**src/ble_pkg.sv**
```systemverilog
// Package for the bounded list engine: operation and status codes, cell
// control modes, port widths and default sizes.
// No dependencies.
package ble_pkg;

    // Default sizes for the top-level parameters
    localparam int CAPACITY_DEF    = 64;
    localparam int VALUE_WIDTH_DEF = 32;

    // Fixed port widths
    localparam int OP_W     = 4;
    localparam int IN_VAL_W = 32;
    localparam int POS_W    = 7;
    localparam int LEN_W    = 7;
    localparam int ST_W     = 2;
    localparam int RD_VAL_W = 32;

    // Operation codes
    typedef enum logic [OP_W-1:0] {
        OP_PUSHBACK    = 4'd0,
        OP_PUSHFRONT   = 4'd1,
        OP_POPFRONT    = 4'd2,
        OP_POPBACK     = 4'd3,
        OP_INSERT      = 4'd4,
        OP_DROPLAST    = 4'd5,
        OP_DROPSECOND  = 4'd6,
        OP_APPENDLEN   = 4'd7,
        OP_APPENDRANGE = 4'd8,
        OP_BEFORELAST  = 4'd9,
        OP_READ        = 4'd10
    } t_op;

    // Result status codes
    typedef enum logic [ST_W-1:0] {
        ST_DONE  = 2'd0,
        ST_FULL  = 2'd1,
        ST_SHORT = 2'd2,
        ST_RANGE = 2'd3
    } t_status;

    // What every cell of the row does at a clock edge
    typedef enum logic [1:0] {
        CM_HOLD   = 2'd0,
        CM_INSERT = 2'd1,
        CM_REMOVE = 2'd2,
        CM_RANGE  = 2'd3
    } t_cell_mode;

endpackage

```
**src/ble_cell.sv**
```systemverilog
// One storage cell of the list row: holds one element and reloads it from
// its left or right neighbor, the broadcast value, or its own range rank.
// Depends on ble_pkg.
module ble_cell
    import ble_pkg::*;
#(
    parameter int CAPACITY    = CAPACITY_DEF,
    parameter int VALUE_WIDTH = VALUE_WIDTH_DEF,
    parameter int CELL_INDEX  = 0
) (
    input  logic                          i_clk,
    input  t_cell_mode                    i_mode,
    input  logic [$clog2(CAPACITY)-1:0]   i_at,
    input  logic [$clog2(CAPACITY+1)-1:0] i_fill,
    input  logic signed [VALUE_WIDTH-1:0] i_value,
    input  logic signed [VALUE_WIDTH-1:0] i_left,
    input  logic signed [VALUE_WIDTH-1:0] i_right,
    output logic signed [VALUE_WIDTH-1:0] o_q
);

    localparam int AW = $clog2(CAPACITY);
    localparam int FW = $clog2(CAPACITY + 1);

    logic signed [VALUE_WIDTH-1:0] r_value;
    logic signed [VALUE_WIDTH-1:0] n_value;
    logic [FW-1:0]                 w_rank;

    // Position of this cell within an appended range, counted from 1
    assign w_rank = FW'(CELL_INDEX) - i_fill + FW'(1);

    // Pick the next element for this cell
    always_comb begin
        n_value = r_value;
        case (i_mode)
            CM_INSERT: begin
                if (AW'(CELL_INDEX) == i_at) begin
                    n_value = i_value;
                end else if (AW'(CELL_INDEX) > i_at) begin
                    n_value = i_left;
                end
            end
            CM_REMOVE: begin
                if (AW'(CELL_INDEX) >= i_at) begin
                    n_value = i_right;
                end
            end
            CM_RANGE: begin
                if (FW'(CELL_INDEX) >= i_fill) begin
                    n_value = VALUE_WIDTH'(w_rank);
                end
            end
            default: begin
                n_value = r_value;
            end
        endcase
    end

    // Hold the element
    always_ff @(posedge i_clk) begin
        r_value <= n_value;
    end

    assign o_q = r_value;

endmodule

```
**config.mk**
```make
export PLATFORM = sky130hd
export DESIGN_NAME = ble_cell
export DESIGN_NICKNAME = d
export VERILOG_FILES = /design/src/ble_pkg.sv /design/src/ble_cell.sv
export SDC_FILE = /design/constraint.sdc
export NUM_CORES = 1
export LEC_CHECK = 0
export BUFFER_PORTS_ARGS = -buffer_cell sky130_fd_sc_hd__buf_2
export CORE_MARGIN = 5
export CORE_UTILIZATION = 40
export CTS_CLUSTER_SIZE = 20
export DETAILED_ROUTE_END_ITERATION = 10
export PLACE_DENSITY_LB_ADDON = 0.12
export SETUP_SLACK_MARGIN = 0.5
export SLEW_MARGIN = 20
export SYNTH_ARGS = -nofsm -noshare
export SYNTH_HDL_FRONTEND = slang
export SYNTH_SLANG_ARGS = --single-unit
```
**constraint.sdc**
```tcl
create_clock -name i_clk -period 2.9 [get_ports i_clk]
set_input_delay 0.58 -clock i_clk [delete_from_list [all_inputs] [get_ports i_clk]]
set_output_delay 0.58 -clock i_clk [all_outputs]
set_load 0.01 [all_outputs]
```
==> flow_metrics.py <==
metrics = {
    "critical_path": {
        "cp-end-kind": "flop",
        "crit_type": "input pin to flop",
        "cp.required_ns": 2.92,
        "crit_fanout": 33,
        "crit_path_start": "i_at[1]",
        "arrival_ns": 1.88,
        "start_kind": "input pin",
    },
    "power_and_ir_drop": {
        "peakVddDrop_mv": 0.183,
        "power.leakage_uw": 0.00138,
        "power_density_nw_per_um2": 366,
    },
    "clocking": {
        "path_clk_slew_ns": 0.06,
        "post_cts_resized": 0,
        "cts_buffer_depth": 2,
        "cts_tree": "yes",
        "cts_setup_buffers": 0,
        "ctsHoldBuffers": 0,
        "cts.sinks": 32,
        "cts_inserted_buffers": 5,
        "root_buffer": "clkbuf_8",
        "cts_max_level": 2,
    },
    "layout": {
        "multi_input_area_um2": 851,
        "area_growth_pct": 42.7,
        "diodes": 0,
        "final-seq-area_um2": 961,
        "fillers": 417,
        "fin_nets": 427,
        "drive_gt1_share_pct": 50.6,
        "final_cells": 366,
        "largest_reg_flops": 32,
        "fin_area_um2": 2700,
    },
    "placed_design": {
        "preCtsSetupSlack_ns": 0.726,
        "place_inst": 361,
        "placed_cell_area_um2": 2630,
        "gp_congestion": 0.760,
        "dpl.hpwl_um": 4190,
        "portBuffers": 143,
    },
    "routing": {
        "ant_nets": 0,
        "dr.pass1.iters": 4,
        "routed_wl_um": 5260,
        "drcViolationCount": 0,
        "drt_iter0_markers": 80,
        "wl_per_cell_um": 14.4,
        "num_vias": 1784,
        "vias_per_cell": 4.87,
    },
    "worst_hold_path": {
        "hp-start": "i_right[7]",
        "min_path_type": "input pin to flop",
        "whs_path_depth": 3,
    },
    "die": {
        "die_h_um": 78.8,
        "ios": 144,
        "die_area_um2": 6210,
        "dieWidth_um": 78.8,
        "initial_core_util_pct": 40.6,
        "num_rows": 25,
        "coreArea_um2": 4660,
    },
    "sta": {
        "worstMarginPinSlew_ns": 0.562,
        "drv_slew": 0,
        "fin_ws_ns": 1.04,
        "timing.fmax_mhz": 537,
        "hold_slack_ns": 0.579,
        "timing_hold_violations_final": 0,
        "period_share_pct": 64.2,
        "finalSetupViolCount": 0,
        "rsz0062_at_grt": "false",
        "fin_crit_ns": 1.86,
        "tns_ns": 0,
        "timing.slew.headroom_pct": 62.5,
    },
    "yosys": {
        "ys_types": 30,
        "postSynthAreaPerCell_um2": 11.0,
        "synth_seq_cells": 32,
        "ys_seq_area_share_pct": 50.8,
        "yosysWarningCount": 0,
        "syn-instance-count": 172,
        "synth_area_um2": 1890,
        "synth_nets": 285,
    },
    "outcome": {
        "status": "finished, final reports clean",
    },
    "grt": {
        "grt_use_total_pct": 16.6,
        "grt_pass1_wl_um": 8020,
        "antenna_found_initial": 0,
        "grt_overflow": 0,
        "grt_pass1_vias": 1808,
        "grt_start_max_net_pins": 34,
    },
    "run": {
        "cap_violations": 0,
    },
}
## synthesized netlist by cell type
cell / instances / area, um2
nor3b_1: 1 / 7.51
nor3_1: 2 / 10.0
nor4_4: 1 / 21.3
nor4_1: 1 / 6.26
o21ai_0: 8 / 40.0
nor3_2: 1 / 10.0
o2111ai_1: 1 / 8.76
nor2b_1: 3 / 18.8
clkbuf_1: 3 / 11.3
buf_2: 4 / 20.0
a311o_1: 1 / 10.0
edfxtp_1: 32 / 961
nor2_1: 4 / 15.0
nand2_1: 29 / 109
o21ai_1: 23 / 115
nand2b_1: 1 / 6.26
a21oi_1: 3 / 15.0
o211ai_1: 1 / 7.51
a211oi_2: 2 / 25.0
mux2_2: 1 / 11.3
nand3_1: 1 / 5.00
inv_1: 4 / 15.0
ha_1: 1 / 12.5
buf_1: 1 / 3.75
nand3b_1: 1 / 7.51
mux2i_1: 34 / 340
xnor2_1: 3 / 26.3
xor2_1: 1 / 8.76
buf_6: 3 / 33.8
nand2_4: 1 / 11.3
## placed cells by master, fill, tap and decap left out, drive strengths merged, types with 2 or more instances in the layout
master,netlist,layout
buf,8,146
mux2i,34,34
edfxtp,32,32
o21ai,31,31
nand2,30,30
clkbuf,3,5
nor2,4,4
inv,4,4
a21oi,3,3
xnor2,3,3
nor3,3,3
nor2b,3,3
a211oi,2,2
nor4,2,2
## critical path, cell delays in order
cell	delay (ns)
buf_2	0.11
nor4_4	0.38
nand2_4	0.40
mux2i_1	0.30
o21ai_1	0.09
## routing by layer
layer / vias up / share of wire, % / track usage (%)
met4: 0 / 1.7 / 5.94
met3: 9 / 9.2 / 5.78
li1: 908 / - / -
met1: 785 / 37 / 17.4
met5: - / 0 / 0
met2: 82 / 52 / 30.6
## worst paths after layout
path | slack (ns) | endpoint
hold / removal | 0.58 | o_q[7]
setup / recovery | 1.04 | o_q[24]
## final cells by class
| type | instances | area share [%] |
|---|---|---|
| clock buffer | 5 | 2.55 |
| tap | 54 | 2.50 |
| inverter | 4 | 0.556 |
| timing repair buffer | 146 | 27.3 |
| multi-input combinational | 125 | 31.5 |
| sequential | 32 | 35.6 |
## metrics by stage
| step | total power [uW] | util [%] |
|---|---|---|
| after floorplan | 608 | - |
| after global placement | 702 | 56.5 |
| after detailed placement | 705 | 56.5 |
| after CTS | 1000 | 58.0 |
| after global routing | 1040 | 58.0 |
| final | 988 | 58.0 |
## cell families after synthesis
group	after synthesis	synth area share, %
simple gates	46	12.0
buf+inv	15	4.43
compound gates	39	11.7
fa+ha+maj	1	0.661
xor+xnor	4	1.85
mux	35	18.6
flops	32	50.8
## where the power goes
part / leakage [uW] / internal (uW) / switching (uW)
Combinational: 0.00107 / 95.0 / 78.5
Clock: 0.0000359 / 154 / 141
Sequential: 0.000270 / 518 / 1.03
Power figures use the tool's default switching activity.
