===== src/ble_pkg.sv =====
// Package for the bounded list engine: operation and status codes, cell
// control modes, port widths and default sizes.
// No dependencies.
package ble_pkg;

    // Default sizes for the top-level parameters
    localparam int CAPACITY_DEF    = 64;
    localparam int VALUE_WIDTH_DEF = 32;

    // Fixed port widths
    localparam int OP_W     = 4;
    localparam int IN_VAL_W = 32;
    localparam int POS_W    = 7;
    localparam int LEN_W    = 7;
    localparam int ST_W     = 2;
    localparam int RD_VAL_W = 32;

    // Operation codes
    typedef enum logic [OP_W-1:0] {
        OP_PUSHBACK    = 4'd0,
        OP_PUSHFRONT   = 4'd1,
        OP_POPFRONT    = 4'd2,
        OP_POPBACK     = 4'd3,
        OP_INSERT      = 4'd4,
        OP_DROPLAST    = 4'd5,
        OP_DROPSECOND  = 4'd6,
        OP_APPENDLEN   = 4'd7,
        OP_APPENDRANGE = 4'd8,
        OP_BEFORELAST  = 4'd9,
        OP_READ        = 4'd10
    } t_op;

    // Result status codes
    typedef enum logic [ST_W-1:0] {
        ST_DONE  = 2'd0,
        ST_FULL  = 2'd1,
        ST_SHORT = 2'd2,
        ST_RANGE = 2'd3
    } t_status;

    // What every cell of the row does at a clock edge
    typedef enum logic [1:0] {
        CM_HOLD   = 2'd0,
        CM_INSERT = 2'd1,
        CM_REMOVE = 2'd2,
        CM_RANGE  = 2'd3
    } t_cell_mode;

endpackage


===== src/ble_ctrl.sv =====
// Operation decoder and fill counter of the list engine: turns one operation
// into the broadcast command for the cell row, the next length and a status.
// Depends on ble_pkg.
module ble_ctrl
    import ble_pkg::*;
#(
    parameter int CAPACITY    = CAPACITY_DEF,
    parameter int VALUE_WIDTH = VALUE_WIDTH_DEF
) (
    input  logic                          i_clk,
    input  logic                          i_rst_n,
    input  logic                          i_accept,
    input  logic [OP_W-1:0]               i_op,
    input  logic signed [IN_VAL_W-1:0]    i_item_value,
    input  logic [POS_W-1:0]              i_position,
    input  logic [POS_W-1:0]              i_count,
    output t_cell_mode                    o_mode,
    output logic [$clog2(CAPACITY)-1:0]   o_at,
    output logic signed [VALUE_WIDTH-1:0] o_value,
    output logic [$clog2(CAPACITY+1)-1:0] o_fill,
    output logic [$clog2(CAPACITY+1)-1:0] o_next_fill,
    output t_status                       o_status,
    output logic                          o_rd_hit
);

    localparam int AW = $clog2(CAPACITY);
    localparam int FW = $clog2(CAPACITY + 1);
    localparam int CW = (FW > POS_W) ? FW : POS_W;

    logic [FW-1:0] r_fill;
    logic [FW-1:0] n_fill;
    logic [CW-1:0] w_pos;
    logic [CW-1:0] w_cnt;
    logic [CW-1:0] w_fill;
    logic [CW-1:0] w_room;
    logic          w_full;
    t_cell_mode    w_mode;

    assign w_pos  = CW'(i_position);
    assign w_cnt  = CW'(i_count);
    assign w_fill = CW'(r_fill);
    assign w_room = CW'(CAPACITY) - w_fill;
    assign w_full = (w_fill == CW'(CAPACITY));

    // Decode the operation
    always_comb begin
        w_mode   = CM_HOLD;
        o_at     = AW'(r_fill);
        o_value  = VALUE_WIDTH'(i_item_value);
        n_fill   = r_fill;
        o_status = ST_DONE;
        o_rd_hit = 1'b0;
        case (t_op'(i_op))
            OP_PUSHBACK, OP_PUSHFRONT, OP_INSERT, OP_APPENDLEN: begin
                if (w_full) begin
                    o_status = ST_FULL;
                end else begin
                    w_mode = CM_INSERT;
                    n_fill = r_fill + FW'(1);
                    if (t_op'(i_op) == OP_PUSHFRONT) begin
                        o_at = '0;
                    end else if (t_op'(i_op) == OP_INSERT && w_pos < w_fill) begin
                        o_at = AW'(w_pos);
                    end
                    if (t_op'(i_op) == OP_APPENDLEN) begin
                        o_value = VALUE_WIDTH'(r_fill);
                    end
                end
            end
            OP_POPFRONT, OP_POPBACK: begin
                if (r_fill == '0) begin
                    o_status = ST_SHORT;
                end else begin
                    n_fill = r_fill - FW'(1);
                    if (t_op'(i_op) == OP_POPFRONT) begin
                        w_mode = CM_REMOVE;
                        o_at   = '0;
                    end
                end
            end
            OP_DROPLAST: begin
                if (w_cnt >= w_fill) begin
                    n_fill = '0;
                end else begin
                    n_fill = FW'(w_fill - w_cnt);
                end
            end
            OP_DROPSECOND: begin
                if (r_fill <= FW'(1)) begin
                    o_status = ST_SHORT;
                end else begin
                    w_mode = CM_REMOVE;
                    o_at   = AW'(1);
                    n_fill = r_fill - FW'(1);
                end
            end
            OP_APPENDRANGE: begin
                w_mode = CM_RANGE;
                if (w_cnt > w_room) begin
                    o_status = ST_FULL;
                    n_fill   = FW'(CAPACITY);
                end else begin
                    n_fill = FW'(w_fill + w_cnt);
                end
            end
            OP_BEFORELAST: begin
                if (r_fill <= FW'(1)) begin
                    o_status = ST_SHORT;
                end else if (w_full) begin
                    o_status = ST_FULL;
                end else begin
                    w_mode = CM_INSERT;
                    o_at   = AW'(r_fill - FW'(1));
                    n_fill = r_fill + FW'(1);
                end
            end
            OP_READ: begin
                if (w_pos < w_fill) begin
                    o_rd_hit = 1'b1;
                end else begin
                    o_status = ST_RANGE;
                end
            end
            default: begin
                w_mode = CM_HOLD;
            end
        endcase
    end

    // Advance the fill count on each transfer
    always_ff @(posedge i_clk) begin
        if (!i_rst_n) begin
            r_fill <= '0;
        end else if (i_accept) begin
            r_fill <= n_fill;
        end
    end

    assign o_mode      = i_accept ? w_mode : CM_HOLD;
    assign o_fill      = r_fill;
    assign o_next_fill = n_fill;

endmodule


===== config.mk =====
export PLATFORM = sky130hd
export DESIGN_NAME = ble_ctrl
export DESIGN_NICKNAME = d
export VERILOG_FILES = /design/src/ble_pkg.sv /design/src/ble_ctrl.sv
export SDC_FILE = /design/constraint.sdc
export NUM_CORES = 1
export LEC_CHECK = 0
export ABC_AREA = 1
export BUFFER_PORTS_ARGS = -buffer_cell sky130_fd_sc_hd__buf_2
export CAP_MARGIN = 20
export CORE_UTILIZATION = 54
export CTS_CLUSTER_DIAMETER = 150
export DETAILED_ROUTE_END_ITERATION = 10
export MAX_ROUTING_LAYER = met4
export PLACE_DENSITY = 0.88
export SYNTH_ARGS = -nofsm -noshare
export SYNTH_HDL_FRONTEND = slang
export SYNTH_SLANG_ARGS = --single-unit
export TNS_END_PERCENT = 100

===== constraint.sdc =====
create_clock -name i_clk -period 6.7 [get_ports i_clk]
set_clock_uncertainty 0.15 [all_clocks]
set_input_delay 1.34 -clock i_clk [delete_from_list [all_inputs] [get_ports i_clk]]
set_output_delay 1.34 -clock i_clk [all_outputs]
set_load 0.02 [all_outputs]

==> results.sh, run 1 <==
export IMPL_max_freq_ghz=0.195
export IMPL_worstPathRequired_ns=5.21
export IMPL_cts_hold_buffers=0
export IMPL_place_congestion=1.00
export IMPL_route_detailed_wl_per_inst_um=13.2
export IMPL_post_place_cells=670
export IMPL_cts_post_setup_buffers_inserted=0
export IMPL_yosys_warnings=0
export IMPL_fillers=470
export IMPL_synthFlopType="dfxtp_1"
export IMPL_crit_path_max_fanout=12
export IMPL_timing_reg2reg_worst_path_depth=20
export IMPL_measured_slew_at_the_worst_slew_check_pin_ns=0.753
export IMPL_synth_sequential_area_ratio_pct=5.14
export IMPL_synth_cells=506
export IMPL_finish_net_count=693
export IMPL_dieArea_mm2=0.00534
export IMPL_clk_transition_reported_paths_ns=0.05
export IMPL_critPathSlowestCell="dfxtp_1"
export IMPL_cp_dominant_cell_by_count="nand2_1"
export IMPL_slew_violations=0
export IMPL_route_antenna_remaining_nets=0
export IMPL_num_vias=3625
export IMPL_synth_largest_type_area_fraction_pct=17.7
export IMPL_number_of_buffers_inserted_during_clock_tree_synthesis=3
export IMPL_tritoncts="done"
export IMPL_post_route_cells_drive_above_1_share_pct=22.2
export IMPL_route_detailed_drc=0
export IMPL_p_leak_nw=2.15
export IMPL_slew_limit_headroom_pct=49.5
export IMPL_synthesis_nets=591
export IMPL_vias_per_cell=5.38
export IMPL_placement_rows=25
export IMPL_cp_arrival_ns=3.63
export IMPL_timing_worst_setup_path_type="register to output pin"
export IMPL_clock_root_buffer="clkbuf_8"
export IMPL_cp_start_kind="register"
export IMPL_synth_enable_flop_cells=0
export IMPL_design_power_total_mw=0.425
export IMPL_grt_antenna_before_repair=0
export IMPL_register_cell_area_after_layout_um2=140
export IMPL_hold_viol=0
export IMPL_async_flop_share_pct=0
export IMPL_yosys_top_cells_area="nand2_1 (18%), inv_1 (14%), ha_1 (14%)"
export IMPL_first_pass_iters=6
export IMPL_dp_hpwl_um=7290
export IMPL_finalSetupViolations=0
export IMPL_path_cells="clkinv_1 > ha_1 > nand2_4 > nor2_4 > nand2_1 > nand2_1 > nand2_1 > inv_1 > ha_1 > nand2_1 > nor2_1 > nand3_1 > nand2_1 > nand4_1 > nand3_1 > nand2_1 > inv_1 > buf_2"
export IMPL_cts_path_max_buffers=2
export IMPL_insertedDiodeCount=0
export IMPL_critical_path_depth=18
export IMPL_timing_final_crit_period_ns=5.12
export IMPL_peakVddDrop_mv=0.107
export IMPL_cts_resized=0
export IMPL_io_pins=110
export IMPL_cellPowerDensity_mw_per_mm2=129
export IMPL_overall_global_routing_usage_pct=34.7
export IMPL_initial_core_util_pct=57.0
export IMPL_synth_avg_cell_area_um2=5.39
export IMPL_post_layout_nonfiller_instances=674
export IMPL_grt_overflow_total=0
export IMPL_final_common_cell="nand2_1"
export IMPL_die_w_um=73.1
export IMPL_routed_wl_um=8880
export IMPL_rsz0062_at_grt="no"
export IMPL_register_bit_count_reported_by_yosys=7
export IMPL_whs_path_depth=2
export IMPL_drv_cap=0
export IMPL_grt_first_pass_wirelength_um=14100
export IMPL_setup_worst_path_end_class="output pin"
export IMPL_clock_insertion_delay_at_the_later_pin_of_the_skew_report_ns=0.23
export IMPL_drt_iter0_markers=356
export IMPL_cp_num_buf_inv=4
export IMPL_via_count_of_the_first_global_routing_pass=3126
export IMPL_largest_net_degree_at_the_start_of_global_routing=36
export IMPL_final_cell_mix="nand2_1 (129), buf_2 (109), inv_1 (101)"
export IMPL_multi_input_gate_area_mm2=0.00209
export IMPL_synth_lib_cells_used_distinct=34
export IMPL_fin_tns_setup_ns=0
export IMPL_area_growth_pct=21.1
export IMPL_core_area_mm2=0.00479
export IMPL_final_clock_period_utilization_by_the_worst_path_pct=76.5
export IMPL_mappedNetlistArea_mm2=0.00273
export IMPL_numClockSinks=7
export IMPL_yosysTopAreaCell="nand2_1"
export IMPL_max_reg_flops=7
export IMPL_crit_family="simple AND/OR/NAND/NOR gates"
export IMPL_ctsHtreeMaxLevel=1
export IMPL_hp_class="register to register"
export IMPL_die_height_um=73.1
export IMPL_io_buffers=109
export IMPL_max_stage_delay_ns=0.64
export IMPL_run_status="completed"
final cells by class:
type	count	area share, %
clock buffers	4	1.36
inverters	106	12.2
multi-input cells	381	63.2
flip-flops and latches	7	4.24
well taps	67	2.54
repair buffers	109	16.5
where the power goes:
part	internal, mW	switching [mW]
registers	0.0454	0.0145
logic	0.104	0.198
clock network	0.0415	0.0218
total	0.191	0.234
cells in the mapped netlist, types with 4 or more instances:
cell,number
nand2_1,129
inv_1,101
nor2_1,69
nand3_1,39
ha_1,30
a21oi_1,29
nand4_1,22
o21ai_0,15
xor2_1,10
dfxtp_1,7
buf_6,5
buf_2,4
nand2_2,4
nand3_2,4
nor2_4,4
o211ai_1,4
worst register-to-register path: cells and delay by family, from the launching register on:
family / cells / cell delay [ns]
simple gates: 13 / 1.25
fa+ha+maj: 2 / 0.68
buf+inv: 4 / 0.66
flops: 1 / 0.64
compound gates: 1 / 0.13
final timing paths:
check / start / to / slack (ns)
worst max-delay path: o_fill[1]$_SDFFE_PN0P_ / o_next_fill[4] / 1.58
worst min-delay path: o_fill[5]$_SDFFE_PN0P_ / o_fill[5]$_SDFFE_PN0P_ / 0.60
worst max register to register: o_fill[1]$_SDFFE_PN0P_ / o_fill[3]$_SDFFE_PN0P_ / 3.08
worst min register to register: o_fill[5]$_SDFFE_PN0P_ / o_fill[5]$_SDFFE_PN0P_ / 0.60
cells by family (layout without fill, tap and decap cells):
logic type	Yosys count	count (layout)	synth area share [%]
and+or+nand+nor	281	281	46.3
buffers and inverters	118	219	18.4
AOI/OAI and AO/OA	58	58	11.7
adders and majority gates	32	32	15.2
xor gates and xnor gates	10	10	3.21
DFF	7	7	5.14
stage by stage:
step | hold slack, ns | util, % | instance area (µm²) | worst slack [ns]
floorplan | 0.614 | - | 2730 | 2.35
global placement | 0.570 | 68.1 | 3260 | 1.90
detailed placement | 0.587 | 68.1 | 3260 | 1.88
CTS | 0.595 | 69.0 | 3300 | 1.64
global route | 0.642 | 69.0 | 3300 | 1.34
finish | 0.603 | 69.0 | 3300 | 1.58
per-layer routing:
layer,global-route usage [%],vias to the layer above,wire length (µm)
met5,-,-,0
met4,7.84,0,159
met3,4.83,19,1000
met2,57.2,224,3970
met1,44.8,1580,3750
li1,-,1802,-
Power figures use the tool's default switching activity.
==> inputs of run 2 (changes only) <==
- ABC_AREA: 1 -> 0
- CORE_UTILIZATION: 54 -> 50
- PLACE_DENSITY: 0.88 -> 0.83
- clock period: 6.7 -> 4.79 ns (I/O delays scaled with it)
==> run 2 against run 1 <==
Area after synthesis decreased by 5.1%; routed wire length grew 1.5%; largest cell class unchanged; register-to-register slack lost 1.6 ns; largest power group unchanged; via count fell by 9.0%; sequential share of layout area hardly changed; count of clock-buffer cells in the layout shrank 1; non-clock buffer count is 13 higher.
==> results.sh, run 2 <==
export IMPL_internal_power_mw=0.303
export IMPL_cp_start_kind="register"
export IMPL_synth_common_cells="nand2_1 (32), o21ai_0 (32), ha_1 (30)"
export IMPL_pre_cts_ws_ns=0.384
export IMPL_drv_cap=0
export IMPL_reg2reg_slack_ns=1.53
export IMPL_num_vias=3300
export IMPL_clock_insertion_delay_at_the_later_pin_of_the_skew_report_ns=0.23
export IMPL_hold_viol=0
export IMPL_crit_path_max_fanout=10
export IMPL_synthesis_nets=460
export IMPL_dp_hpwl_um=7350
export IMPL_measured_slew_at_the_worst_slew_check_pin_ns=0.862
export IMPL_placement_cell_area_mm2=0.00325
export IMPL_slew_violations=0
export IMPL_yosys_warnings=0
export IMPL_overall_global_routing_usage_pct=33.3
export IMPL_cp_arrival_ns=3.41
export IMPL_number_of_buffers_inserted_during_clock_tree_synthesis=3
export IMPL_route_detailed_drc=0
export IMPL_cellPowerDensity_mw_per_mm2=190
export IMPL_setup_worst_path_end_class="output pin"
export IMPL_core_area_mm2=0.00485
export IMPL_slew_limit_headroom_pct=42.4
export IMPL_place_congestion=0.996
export IMPL_worstPathRequired_ns=3.68
export IMPL_die_height_um=74.0
export IMPL_drt_iter0_markers=210
export IMPL_die_w_um=74.0
export IMPL_total_switching_power_mw=0.326
export IMPL_area_growth_pct=27.5
export IMPL_final_design_area_no_fill_mm2=0.00330
export IMPL_grt_overflow_total=0
export IMPL_pwr_share_clk_pct=13.7
export IMPL_numClockSinks=7
export IMPL_cts_hold_buffers=0
export IMPL_layout_setup_ws_ns=0.273
export IMPL_max_stage_delay_ns=0.62
export IMPL_fillers=435
export IMPL_cts_resized=0
export IMPL_cts_post_setup_buffers_inserted=0
export IMPL_synth_largest_type_area_fraction_pct=14.5
export IMPL_grt_antenna_before_repair=0
export IMPL_largest_net_degree_at_the_start_of_global_routing=38
export IMPL_first_pass_iters=7
export IMPL_yosys_top_cells_area="ha_1 (14%), and2_1 (6.3%), o21ai_0 (6.2%)"
export IMPL_clk_transition_reported_paths_ns=0.04
export IMPL_dieArea_mm2=0.00547
export IMPL_placement_rows=25
export IMPL_max_reg_flops=7
export IMPL_insertedDiodeCount=0
export IMPL_clock_root_buffer="clkbuf_8"
export IMPL_critPathSlowestCell="or4_4"
export IMPL_rsz0062_at_grt="no"
export IMPL_synth_cells=375
export IMPL_timing_worst_setup_path_type="register to output pin"
export IMPL_max_freq_ghz=0.221
export IMPL_initial_core_util_pct=53.4
export IMPL_register_bit_count_reported_by_yosys=7
export IMPL_cts_path_max_buffers=2
export IMPL_sw_frac_of_total_pct=51.8
export IMPL_synthFlopType="dfxtp_1"
export IMPL_p_seq_share_pct=11.4
export IMPL_post_route_cells_drive_above_1_share_pct=30.3
export IMPL_peakVddDrop_mv=0.228
export IMPL_tritoncts="done"
export IMPL_final_clock_period_utilization_by_the_worst_path_pct=94.3
export IMPL_grt_first_pass_wirelength_um=13800
export IMPL_fin_tns_setup_ns=0
export IMPL_mappedNetlistArea_mm2=0.00259
export IMPL_yosysTopAreaCell="ha_1"
export IMPL_finalSetupViolations=0
export IMPL_io_buffers=109
export IMPL_finish_net_count=571
export IMPL_hp_class="register to register"
export IMPL_synth_sequential_area_ratio_pct=5.41
export IMPL_p_leak_nw=1.58
export IMPL_route_antenna_remaining_nets=0
export IMPL_synth_avg_cell_area_um2=6.90
export IMPL_routed_wl_um=9010
export IMPL_share_comb_of_total_power_pct=74.9
export IMPL_path_cells="or4_4 > nor3_4 > or2_2 > inv_1 > ha_1 > nand4_1 > nor3_1 > a21oi_1 > o221a_2 > o21ai_1 > a21boi_0 > buf_2"
export IMPL_synth_enable_flop_cells=0
export IMPL_via_count_of_the_first_global_routing_pass=2841
export IMPL_timing_final_crit_period_ns=4.52
export IMPL_final_common_cell="buf_2"
export IMPL_run_status="completed"
export IMPL_io_pins=110
export IMPL_ctsHtreeMaxLevel=1
export IMPL_async_flop_share_pct=0
export IMPL_synth_lib_cells_used_distinct=72
export IMPL_final_cell_mix="buf_2 (109), o21ai_0 (32), nand2_1 (32)"
export IMPL_vias_per_cell=5.98
export IMPL_route_detailed_wl_per_inst_um=16.3
[run 2: cell types whose count changed in the layout (fill, tap and decap cells not counted), sizes merged, moves of 6 or more]
cell,previous run,this run
nand2,134,32
inv,105,25
nor2,76,28
nand3,43,12
and2,0,26
nand4,22,3
o21ai,17,34
buf,109,122
nand2b,0,10
nor3,3,12
a21oi,30,23
nor2b,0,7
xnor2,0,7
xor2,10,4
[run 2: metrics by stage]
stage	total power, mW	hold WS, ns	instances	utilization, %
floorplan	0.380	0.559	375	-
global placement	0.527	0.540	548	67.0
detailed placement	0.532	0.554	548	67.0
CTS	0.620	0.555	552	67.9
global route	0.678	0.566	552	68.1
finish	0.628	0.554	552	68.1
[run 2: layout make-up]
class	instances	area, µm²	area share (%)
timing repair buffer	122	643	19.5
clock buffer	3	41.3	1.25
sequential	7	140	4.24
clock inverter	1	5.00	0.152
multi-input combinational	325	2280	69.1
inverter	27	106	3.22
tap	67	83.8	2.54
[run 2: worst max-delay path, delay by kind of cell, from the launching register on]
family | cells | cell delay [ns]
AO/OA/AOI/OAI | 4 | 0.90
adder cells (fa/ha/maj) | 1 | 0.27
buffers and inverters | 2 | 0.25
flip-flops | 1 | 0.40
AND/OR/NAND/NOR | 5 | 1.35
[run 2: kinds of logic (layout without fill, tap and decap cells)]
kind of cell,Yosys count,after routing,synth area share [%]
AND/OR/NAND/NOR,159,159,34.1
buffers and inverters,43,153,6.72
flip-flops,7,7,5.41
AO/OA/AOI/OAI,117,117,31.6
adder cells (fa/ha/maj),32,32,16.0
multiplexers,6,6,2.46
XOR/XNOR,11,11,3.72
[run 2: metal layers]
layer  vias up  wire, µm  global-route usage (%)
met3        15       720                    4.07
li1       1602         -                       -
met1      1519      3930                    46.4
met4         0       153                    7.48
met5         -         0                       -
met2       164      4200                    51.0
[run 2: path summary, 6_finish.rpt]
| path | startpoint | to | depth (start not counted) |
|---|---|---|---|
| max | o_fill[2]$_SDFFE_PN0P_ | o_next_fill[4] | 12 |
| min | o_fill[5]$_SDFFE_PN0P_ | o_fill[5]$_SDFFE_PN0P_ | 2 |
| max reg2reg | o_fill[2]$_SDFFE_PN0P_ | o_fill[4]$_SDFFE_PN0P_ | 11 |
| min reg2reg | o_fill[5]$_SDFFE_PN0P_ | o_fill[5]$_SDFFE_PN0P_ | 2 |
[run 2: power by group through the flow]
stage	combinational [mW]	sequential (mW)	clock, mW
after global placement	0.455	0.0720	0
after CTS	0.463	0.0713	0.0857
after detailed placement	0.460	0.0723	0
after floorplan	0.301	0.0798	0
final	0.471	0.0715	0.0861
after global routing	0.516	0.0719	0.0902
